File: config.mk
export PLATFORM = sky130hd
export DESIGN_NAME = byte_stuffed_frame_decoder_top
export DESIGN_NICKNAME = d
export VERILOG_FILES = /design/src/rtl/core/bsfd_pkg.sv /design/src/rtl/core/bsfd_cfg.sv /design/src/rtl/core/bsfd_core.sv /design/src/rtl/core/byte_stuffed_frame_decoder_top.sv
export SDC_FILE = /design/constraint.sdc
export NUM_CORES = 1
export LEC_CHECK = 0
export BUFFER_PORTS_ARGS = -buffer_cell sky130_fd_sc_hd__clkbuf_2
export CAP_MARGIN = 20
export CORE_MARGIN = 4
export CORE_UTILIZATION = 30
export DETAILED_ROUTE_END_ITERATION = 8
export SLEW_MARGIN = 5
export SYNTH_ARGS = -nofsm -noshare
export SYNTH_HDL_FRONTEND = slang
export SYNTH_HIERARCHICAL = 1
export SYNTH_SLANG_ARGS = --single-unit
export TNS_END_PERCENT = 1
File: constraint.sdc
create_clock -name clk -period 5 [get_ports clk]
set_clock_uncertainty 0.15 [all_clocks]
set_input_delay 0.25 -clock clk [delete_from_list [all_inputs] [get_ports clk]]
set_output_delay 0.25 -clock clk [all_outputs]
set_load 0.02 [all_outputs]
File: src/rtl/core/bsfd_pkg.sv
// ----------------------------------------------------------------------------
// bsfd_pkg
// Shared types and constants of the byte-stuffed frame decoder.
// ----------------------------------------------------------------------------
package bsfd_pkg;

  localparam int unsigned BYTE_W = 8;
  localparam int unsigned LEN_W  = 13;
  localparam int unsigned POS_W  = 12;
  localparam int unsigned KIND_W = 2;
  localparam int unsigned ADDR_W = 3;

  // packed result fields plus zero fill to whole bytes
  localparam int unsigned RES_BITS   = BYTE_W + POS_W + LEN_W;
  localparam int unsigned OUT_DATA_W = ((RES_BITS + 7) / 8) * 8;

  typedef enum logic [KIND_W-1:0] {
    KIND_DATA    = 2'd0,
    KIND_END     = 2'd1,
    KIND_FULL    = 2'd2,
    KIND_TIMEOUT = 2'd3
  } kind_t;

  typedef enum logic [ADDR_W-1:0] {
    REG_START_BYTE  = 3'd0,
    REG_END_BYTE    = 3'd1,
    REG_ESCAPE_BYTE = 3'd2,
    REG_ESCAPE_MASK = 3'd3,
    REG_MAX_LENGTH  = 3'd4
  } reg_idx_t;

  localparam logic [BYTE_W-1:0] START_BYTE_RST  = 8'd192;
  localparam logic [BYTE_W-1:0] END_BYTE_RST    = 8'd193;
  localparam logic [BYTE_W-1:0] ESCAPE_BYTE_RST = 8'd125;
  localparam logic [BYTE_W-1:0] ESCAPE_MASK_RST = 8'd32;
  localparam logic [LEN_W-1:0]  MAX_LENGTH_RST  = 13'd4096;

  typedef struct packed {
    logic [BYTE_W-1:0] start_byte;
    logic [BYTE_W-1:0] end_byte;
    logic [BYTE_W-1:0] escape_byte;
    logic [BYTE_W-1:0] escape_xor_mask;
    logic [LEN_W-1:0]  max_length;
  } cfg_t;

  typedef struct packed {
    kind_t             kind;
    logic [BYTE_W-1:0] out_byte;
    logic [POS_W-1:0]  position;
    logic [LEN_W-1:0]  frame_length;
  } res_t;

endpackage

File: src/rtl/core/bsfd_cfg.sv
// ----------------------------------------------------------------------------
// bsfd_cfg
// Configuration register file, written through a plain write port.
// ----------------------------------------------------------------------------
module bsfd_cfg (
  input  logic                        clk,
  input  logic                        rst_n,
  input  logic                        cfg_we,
  input  logic [bsfd_pkg::ADDR_W-1:0] cfg_addr,
  input  logic [bsfd_pkg::LEN_W-1:0]  cfg_wdata,
  output bsfd_pkg::cfg_t              cfg
);
  import bsfd_pkg::*;

  cfg_t cfg_r;
  cfg_t cfg_nxt;

  always_comb begin
    cfg_nxt = cfg_r;
    if (cfg_we) begin
      unique case (reg_idx_t'(cfg_addr))
        REG_START_BYTE:  cfg_nxt.start_byte      = cfg_wdata[BYTE_W-1:0];
        REG_END_BYTE:    cfg_nxt.end_byte        = cfg_wdata[BYTE_W-1:0];
        REG_ESCAPE_BYTE: cfg_nxt.escape_byte     = cfg_wdata[BYTE_W-1:0];
        REG_ESCAPE_MASK: cfg_nxt.escape_xor_mask = cfg_wdata[BYTE_W-1:0];
        REG_MAX_LENGTH:  cfg_nxt.max_length      = cfg_wdata;
        default: ;  // writes past the register list are dropped
      endcase
    end
  end

  always_ff @(posedge clk) begin
    if (!rst_n) begin
      cfg_r.start_byte      <= START_BYTE_RST;
      cfg_r.end_byte        <= END_BYTE_RST;
      cfg_r.escape_byte     <= ESCAPE_BYTE_RST;
      cfg_r.escape_xor_mask <= ESCAPE_MASK_RST;
      cfg_r.max_length      <= MAX_LENGTH_RST;
    end else begin
      cfg_r <= cfg_nxt;
    end
  end

  assign cfg = cfg_r;

endmodule

File: src/rtl/core/bsfd_core.sv
// ----------------------------------------------------------------------------
// bsfd_core
// Frame state (in-frame, escape, byte count) and the per-byte decode.
// ----------------------------------------------------------------------------
module bsfd_core #(
  parameter int unsigned MAX_FRAME = 4096
) (
  input  logic                        clk,
  input  logic                        rst_n,
  input  bsfd_pkg::cfg_t              cfg,
  input  logic                        item_valid,
  input  logic                        item_fire,
  input  logic [bsfd_pkg::BYTE_W-1:0] rx_byte,
  input  logic                        timed_out,
  output logic                        res_valid,
  output bsfd_pkg::res_t              res
);
  import bsfd_pkg::*;

  localparam int unsigned CNT_W = $clog2(MAX_FRAME + 1);
  localparam int unsigned CMP_W = (CNT_W > LEN_W) ? CNT_W : LEN_W;
  localparam logic [CMP_W-1:0] FRAME_CAP = CMP_W'(MAX_FRAME);

  logic             in_frame_r, in_frame_nxt;
  logic             esc_r, esc_nxt;
  logic [CNT_W-1:0] count_r, count_nxt;

  logic [CMP_W-1:0]  count_ext;
  logic [CMP_W-1:0]  max_ext;
  logic [CMP_W-1:0]  limit;
  logic [BYTE_W-1:0] data_byte;

  assign count_ext = CMP_W'(count_r);
  assign max_ext   = CMP_W'(cfg.max_length);
  assign limit     = (max_ext > FRAME_CAP) ? FRAME_CAP : max_ext;
  assign data_byte = esc_r ? (rx_byte ^ cfg.escape_xor_mask) : rx_byte;

  always_comb begin
    in_frame_nxt = in_frame_r;
    esc_nxt      = esc_r;
    count_nxt    = count_r;
    res_valid    = 1'b0;
    res          = '0;
    res.kind     = KIND_DATA;
    priority if (timed_out) begin
      in_frame_nxt = 1'b0;
      esc_nxt      = 1'b0;
      count_nxt    = '0;
      res_valid    = 1'b1;
      res.kind     = KIND_TIMEOUT;
    end else if (rx_byte == cfg.start_byte) begin
      in_frame_nxt = 1'b1;
      esc_nxt      = 1'b0;
      count_nxt    = '0;
    end else if (rx_byte == cfg.end_byte) begin
      in_frame_nxt     = 1'b0;
      esc_nxt          = 1'b0;
      count_nxt        = '0;
      // empty frame closes silently
      res_valid        = (count_r != '0);
      res.kind         = KIND_END;
      res.frame_length = count_ext[LEN_W-1:0];
    end else if (rx_byte == cfg.escape_byte) begin
      esc_nxt = 1'b1;
    end else if (in_frame_r) begin
      esc_nxt   = 1'b0;
      res_valid = 1'b1;
      if (count_ext < limit) begin
        count_nxt    = count_r + CNT_W'(1);
        res.kind     = KIND_DATA;
        res.out_byte = data_byte;
        res.position = count_ext[POS_W-1:0];
      end else begin
        // buffer full: byte dropped, frame closed at its current length
        in_frame_nxt     = 1'b0;
        count_nxt        = '0;
        res.kind         = KIND_FULL;
        res.frame_length = count_ext[LEN_W-1:0];
      end
    end else begin
      // data outside a frame is dropped, an armed escape stays
      res_valid = 1'b0;
    end
    if (!item_valid) begin
      res_valid = 1'b0;
    end
  end

  always_ff @(posedge clk) begin
    if (!rst_n) begin
      in_frame_r <= 1'b0;
      esc_r      <= 1'b0;
      count_r    <= '0;
    end else if (item_fire) begin
      in_frame_r <= in_frame_nxt;
      esc_r      <= esc_nxt;
      count_r    <= count_nxt;
    end
  end

endmodule

File: src/rtl/core/byte_stuffed_frame_decoder_top.sv
// ----------------------------------------------------------------------------
// byte_stuffed_frame_decoder_top
// Byte-stuffed frame decoder: un-escapes received bytes and reports frames.
// ----------------------------------------------------------------------------
// Usage:
//   in_*  : one beat per received byte (in_tdata) or timeout event (in_tuser).
//   out_* : at most one result beat per input beat; kind in out_tuser, data
//           byte, position and frame length packed in out_tdata.
//   cfg_* : register writes; the user must write only while no beat is in flight, unchecked.
// Path: an input beat is taken into the input register, then decoded into
//   the output register that drives out_tvalid.
// Throughput: one beat per cycle outside a stall; the decode is one compare
//   chain plus the byte-count add and limit compare between the registers.
// Start and escape bytes, bytes outside a frame and the end of an empty frame
//   give no result beat; their input beat moves on even past a held result.
// Reset: synchronous on rst_n; both pipeline registers empty, frame state
//   cleared, configuration registers back to their defaults.
// Stall: while out_tready is low a waiting result holds; the input register
//   still drains beats that give no result, and in_tready drops only when a
//   result-producing beat is blocked behind the held one.
// ----------------------------------------------------------------------------
module byte_stuffed_frame_decoder_top #(
  parameter int unsigned MAX_FRAME = 4096
) (
  input  logic                            clk,
  input  logic                            rst_n,
  // input stream
  input  logic                            in_tvalid,
  output logic                            in_tready,
  input  logic [7:0]                      in_tdata,   // [7:0] rx_byte
  input  logic [0:0]                      in_tuser,   // [0] timed_out
  // result stream
  output logic                            out_tvalid,
  input  logic                            out_tready,
  // [7:0] out_byte, [19:8] position, [32:20] frame_length, rest zero
  output logic [bsfd_pkg::OUT_DATA_W-1:0] out_tdata,
  output logic [1:0]                      out_tuser,  // [1:0] kind
  // configuration
  input  logic                            cfg_we,
  input  logic [bsfd_pkg::ADDR_W-1:0]     cfg_addr,
  input  logic [bsfd_pkg::LEN_W-1:0]      cfg_wdata
);
  import bsfd_pkg::*;

  cfg_t cfg;
  res_t res;
  logic res_valid;

  logic              s1_v_r, s1_v_nxt;
  logic [BYTE_W-1:0] s1_byte_r;
  logic              s1_to_r;
  logic              o_v_r, o_v_nxt;
  res_t              o_res_r;

  logic in_fire;
  logic s1_go;

  bsfd_cfg u_cfg (
    .clk       (clk),
    .rst_n     (rst_n),
    .cfg_we    (cfg_we),
    .cfg_addr  (cfg_addr),
    .cfg_wdata (cfg_wdata),
    .cfg       (cfg)
  );

  bsfd_core #(
    .MAX_FRAME (MAX_FRAME)
  ) u_core (
    .clk        (clk),
    .rst_n      (rst_n),
    .cfg        (cfg),
    .item_valid (s1_v_r),
    .item_fire  (s1_go),
    .rx_byte    (s1_byte_r),
    .timed_out  (s1_to_r),
    .res_valid  (res_valid),
    .res        (res)
  );

  // a held item moves on if it gives no result or the output slot frees up
  assign s1_go     = s1_v_r && (!res_valid || !o_v_r || out_tready);
  assign in_tready = !s1_v_r || s1_go;
  assign in_fire   = in_tvalid && in_tready;

  always_comb begin
    s1_v_nxt = s1_v_r;
    if (in_fire) begin
      s1_v_nxt = 1'b1;
    end else if (s1_go) begin
      s1_v_nxt = 1'b0;
    end
    o_v_nxt = o_v_r;
    if (s1_go && res_valid) begin
      o_v_nxt = 1'b1;
    end else if (out_tready) begin
      o_v_nxt = 1'b0;
    end
  end

  always_ff @(posedge clk) begin
    if (!rst_n) begin
      s1_v_r <= 1'b0;
      o_v_r  <= 1'b0;
    end else begin
      s1_v_r <= s1_v_nxt;
      o_v_r  <= o_v_nxt;
    end
  end

  always_ff @(posedge clk) begin
    if (in_fire) begin
      s1_byte_r <= in_tdata;
      s1_to_r   <= in_tuser[0];
    end
    if (s1_go && res_valid) begin
      o_res_r <= res;
    end
  end

  assign out_tvalid = o_v_r;
  assign out_tuser  = o_res_r.kind;
  assign out_tdata  = OUT_DATA_W'({o_res_r.frame_length, o_res_r.position, o_res_r.out_byte});

endmodule

==> impl_metrics.toml <==
[routing]
dr.pass1.iters = 5
drtAntennaViolNets = 0
remaining_drc_errors = 0
routedWlPerCell_um = 14.87
drtIter0Drc = 279
wirelength_um = 11670
vias_per_cell = 4.710
vias = 3697

[run]
maxCapViolations = 0

[cts]
cts_resized = 0
cts_buffer_depth = 2
post_cts_buffers = 0
postCtsHoldBufs = 14
cts_buffers = 9
clk_latency_ns = 0.36
htreeDepth = 3
cts_tree = "yes"
ctsRootBufferMaster = "clkbuf_16"
cts_sinks = 106
clkTransAtPathRegs_ns = 0.08

[pwr]
power_leakage_uw = 0.002337
irDropWorstVdd_mv = 0.2071
powerDensity_nw_per_um2 = 287.8

[global_route]
grt_start_max_net_pins = 69
grt_pass1_wl_um = 19190
grt_overflow_total = 0
antenna_found_initial = 0
grt_use_total_pct = 12.43
grt_pass1_vias = 3657

[synth]
synth_edf_count = 44
ys_top_cells_by_area = "edfxtp_1 26%, dfxtp_1 24%, mux2i_1 8.7%"
synth-seq-cells = 106
yosysWarnings = 6
synth_top_area_share_pct = 25.63
ys_async_sr_fraction_pct = 0
synthCells = 490
yosys.area.top_type = "edfxtp_1"
synth_cell_types = 59
syn_area_per_cell_um2 = 10.52
synth_area_um2 = 5155
synth_seq_area_share_pct = 49.71
ys.flop_type = "dfxtp_1"

[critical_path]
worstPathMaxFanout = 11
start_kind = "flop"
cp_data_required_time_ns = 5.15
cp.arrival_ns = 3.66
path_class = "flop to flop"
end_kind = "flop"

[timing]
tightest_slew_ns = 0.9596
hold_viol_final = 0
finalCritPeriodShare_pct = 70.37
rsz0062_at_grt = "false"
setup_tns_ns = 0
finalCriticalPeriod_ns = 3.519
slew_violations = 0
max_freq_ghz = 0.2842
relSlewSlack_pct = 35.49
final-setup-viol-count = 0

[cells_and_area]
nNetsFinal = 604
antenna_cells = 0
final_common_cell = "nand2_1"
post-route-util_pct = 36.37
drive_above_1_share_pct = 17.88
layout_common_cells = "78 x nand2_1, 66 x clkbuf_2, 62 x dfxtp_1"
area_growth_pct = 17.84

[place]
portBuffers = 66
gp_congestion = 0.8174
hpwlAfterDp_um = 8967

[floorplan]
rows = 47
die_w_um = 139.1
die_area_um2 = 19340
die_h_um = 139.1
coreArea_um2 = 16700
num_io_pins = 74
initial_utilization_pct = 30.87

[run_status]
status = "complete, no violations"

[hold_path]
hold_class = "primary input to flop"
## cells by family after synthesis
| kind of cell | after synthesis | share of synthesized area, % |
|---|---|---|
| adders and majority gates | 14 | 3.398 |
| AOI/OAI and AO/OA | 44 | 6.724 |
| other | 1 | 0.07275 |
| and+or+nand+nor | 204 | 21.24 |
| xor gates and xnor gates | 32 | 5.437 |
| muxes | 46 | 8.956 |
| buffers and inverters | 43 | 4.466 |
| DFF | 106 | 49.71 |
## synthesized netlist by cell type (all sizes together), types with 2 or more instances
cell type	n
a21boi	3
a21oi	12
a221o	8
a311o	2
and2	22
and3	2
and4bb	2
buf	17
clkbuf	14
dfxtp	62
edfxtp	44
ha	14
inv	11
mux2i	45
nand2	78
nand2b	2
nand3	4
nand4	11
nand4b	3
nor2	29
nor2b	24
nor3	10
nor4	3
nor4b	4
o21a	3
o21ai	6
or2	4
xnor2	24
xor2	8
## worst max-delay path, stage by stage (launching register included)
cell	delay, ns
edfxtp_1	0.47
xnor2_1	0.21
nand4_1	0.16
o21ai_2	0.41
a21oi_1	0.12
o21a_1	0.24
a21boi_1	0.30
inv_1	0.21
nor4_2	0.88
mux2_2	0.30
## layout make-up
type | instances | area [um2]
Fill cell | 1690 | 10630
Clock buffer | 9 | 225.2
Clock inverter | 7 | 78.83
Sequential cell | 106 | 2562
Tap cell | 220 | 275.3
Timing Repair Buffer | 84 | 500.5
Inverter | 12 | 45.04
Multi-Input combinational cell | 347 | 2387
## final timing paths
kind                            cells after the start          from                   to  slack [ns]
worst max register to register                      9  s1_byte_r[1]  u_core/count_ext[0]        1.48
worst max-delay path                                9  s1_byte_r[1]  u_core/count_ext[0]        1.48
worst min-delay path                                3  cfg_wdata[6]        u_cfg/cfg[19]        0.01
worst min register to register                      2  u_cfg/cfg[5]         u_cfg/cfg[5]        0.31
## power by group
part / leakage [uW] / internal (uW) / total, uW / switching, uW
Sequential: 0.000904 / 912 / 925 / 13.9
Clock: 0.000151 / 359 / 709 / 350
Combinational: 0.00128 / 49.2 / 114 / 64.5
Total: 0.00234 / 1320 / 1750 / 429
## metal layers
| layer | wire [um] | part of all wire (%) | global-route usage, % | vias to the layer above |
|---|---|---|---|---|
| met5 | 0 | 0 | 0 | - |
| met4 | 199 | 1.7 | 4.068 | 0 |
| met3 | 628 | 5.4 | 3.448 | 15 |
| met2 | 5464 | 47 | 19.87 | 105 |
| met1 | 5377 | 46 | 16.34 | 1738 |
| li1 | - | - | - | 1839 |
## sequential cells by signal, summed over array words and instances (netlist names)
| signal | flops |
|---|---|
| out_tuser | 2 |
| out_tdata | 33 |
| u_cfg/cfg | 45 |
| u_core/esc_r | 1 |
| s1_to_r | 1 |
| s1_v_r | 1 |
| u_core/count_ext | 13 |
| s1_byte_r | 8 |
| u_core/in_frame_r | 1 |
| out_tvalid | 1 |
## metrics by stage
step | cells | hold WS [ns] | total power, uW | setup slack, ns | instance area (um2)
after detailed placement | 755 | 0.2806 | 1052 | 1.521 | 5630
after CTS | 785 | 0.006496 | 1768 | 1.504 | 6075
after floorplan | 496 | 0.1989 | 1019 | 1.421 | 5177
final | 785 | 0.01485 | 1748 | 1.481 | 6075
after global routing | 785 | 0.03480 | 1821 | 1.147 | 6075
after global placement | 755 | 0.2865 | 1050 | 1.617 | 5630
Power figures use the tool's default switching activity.
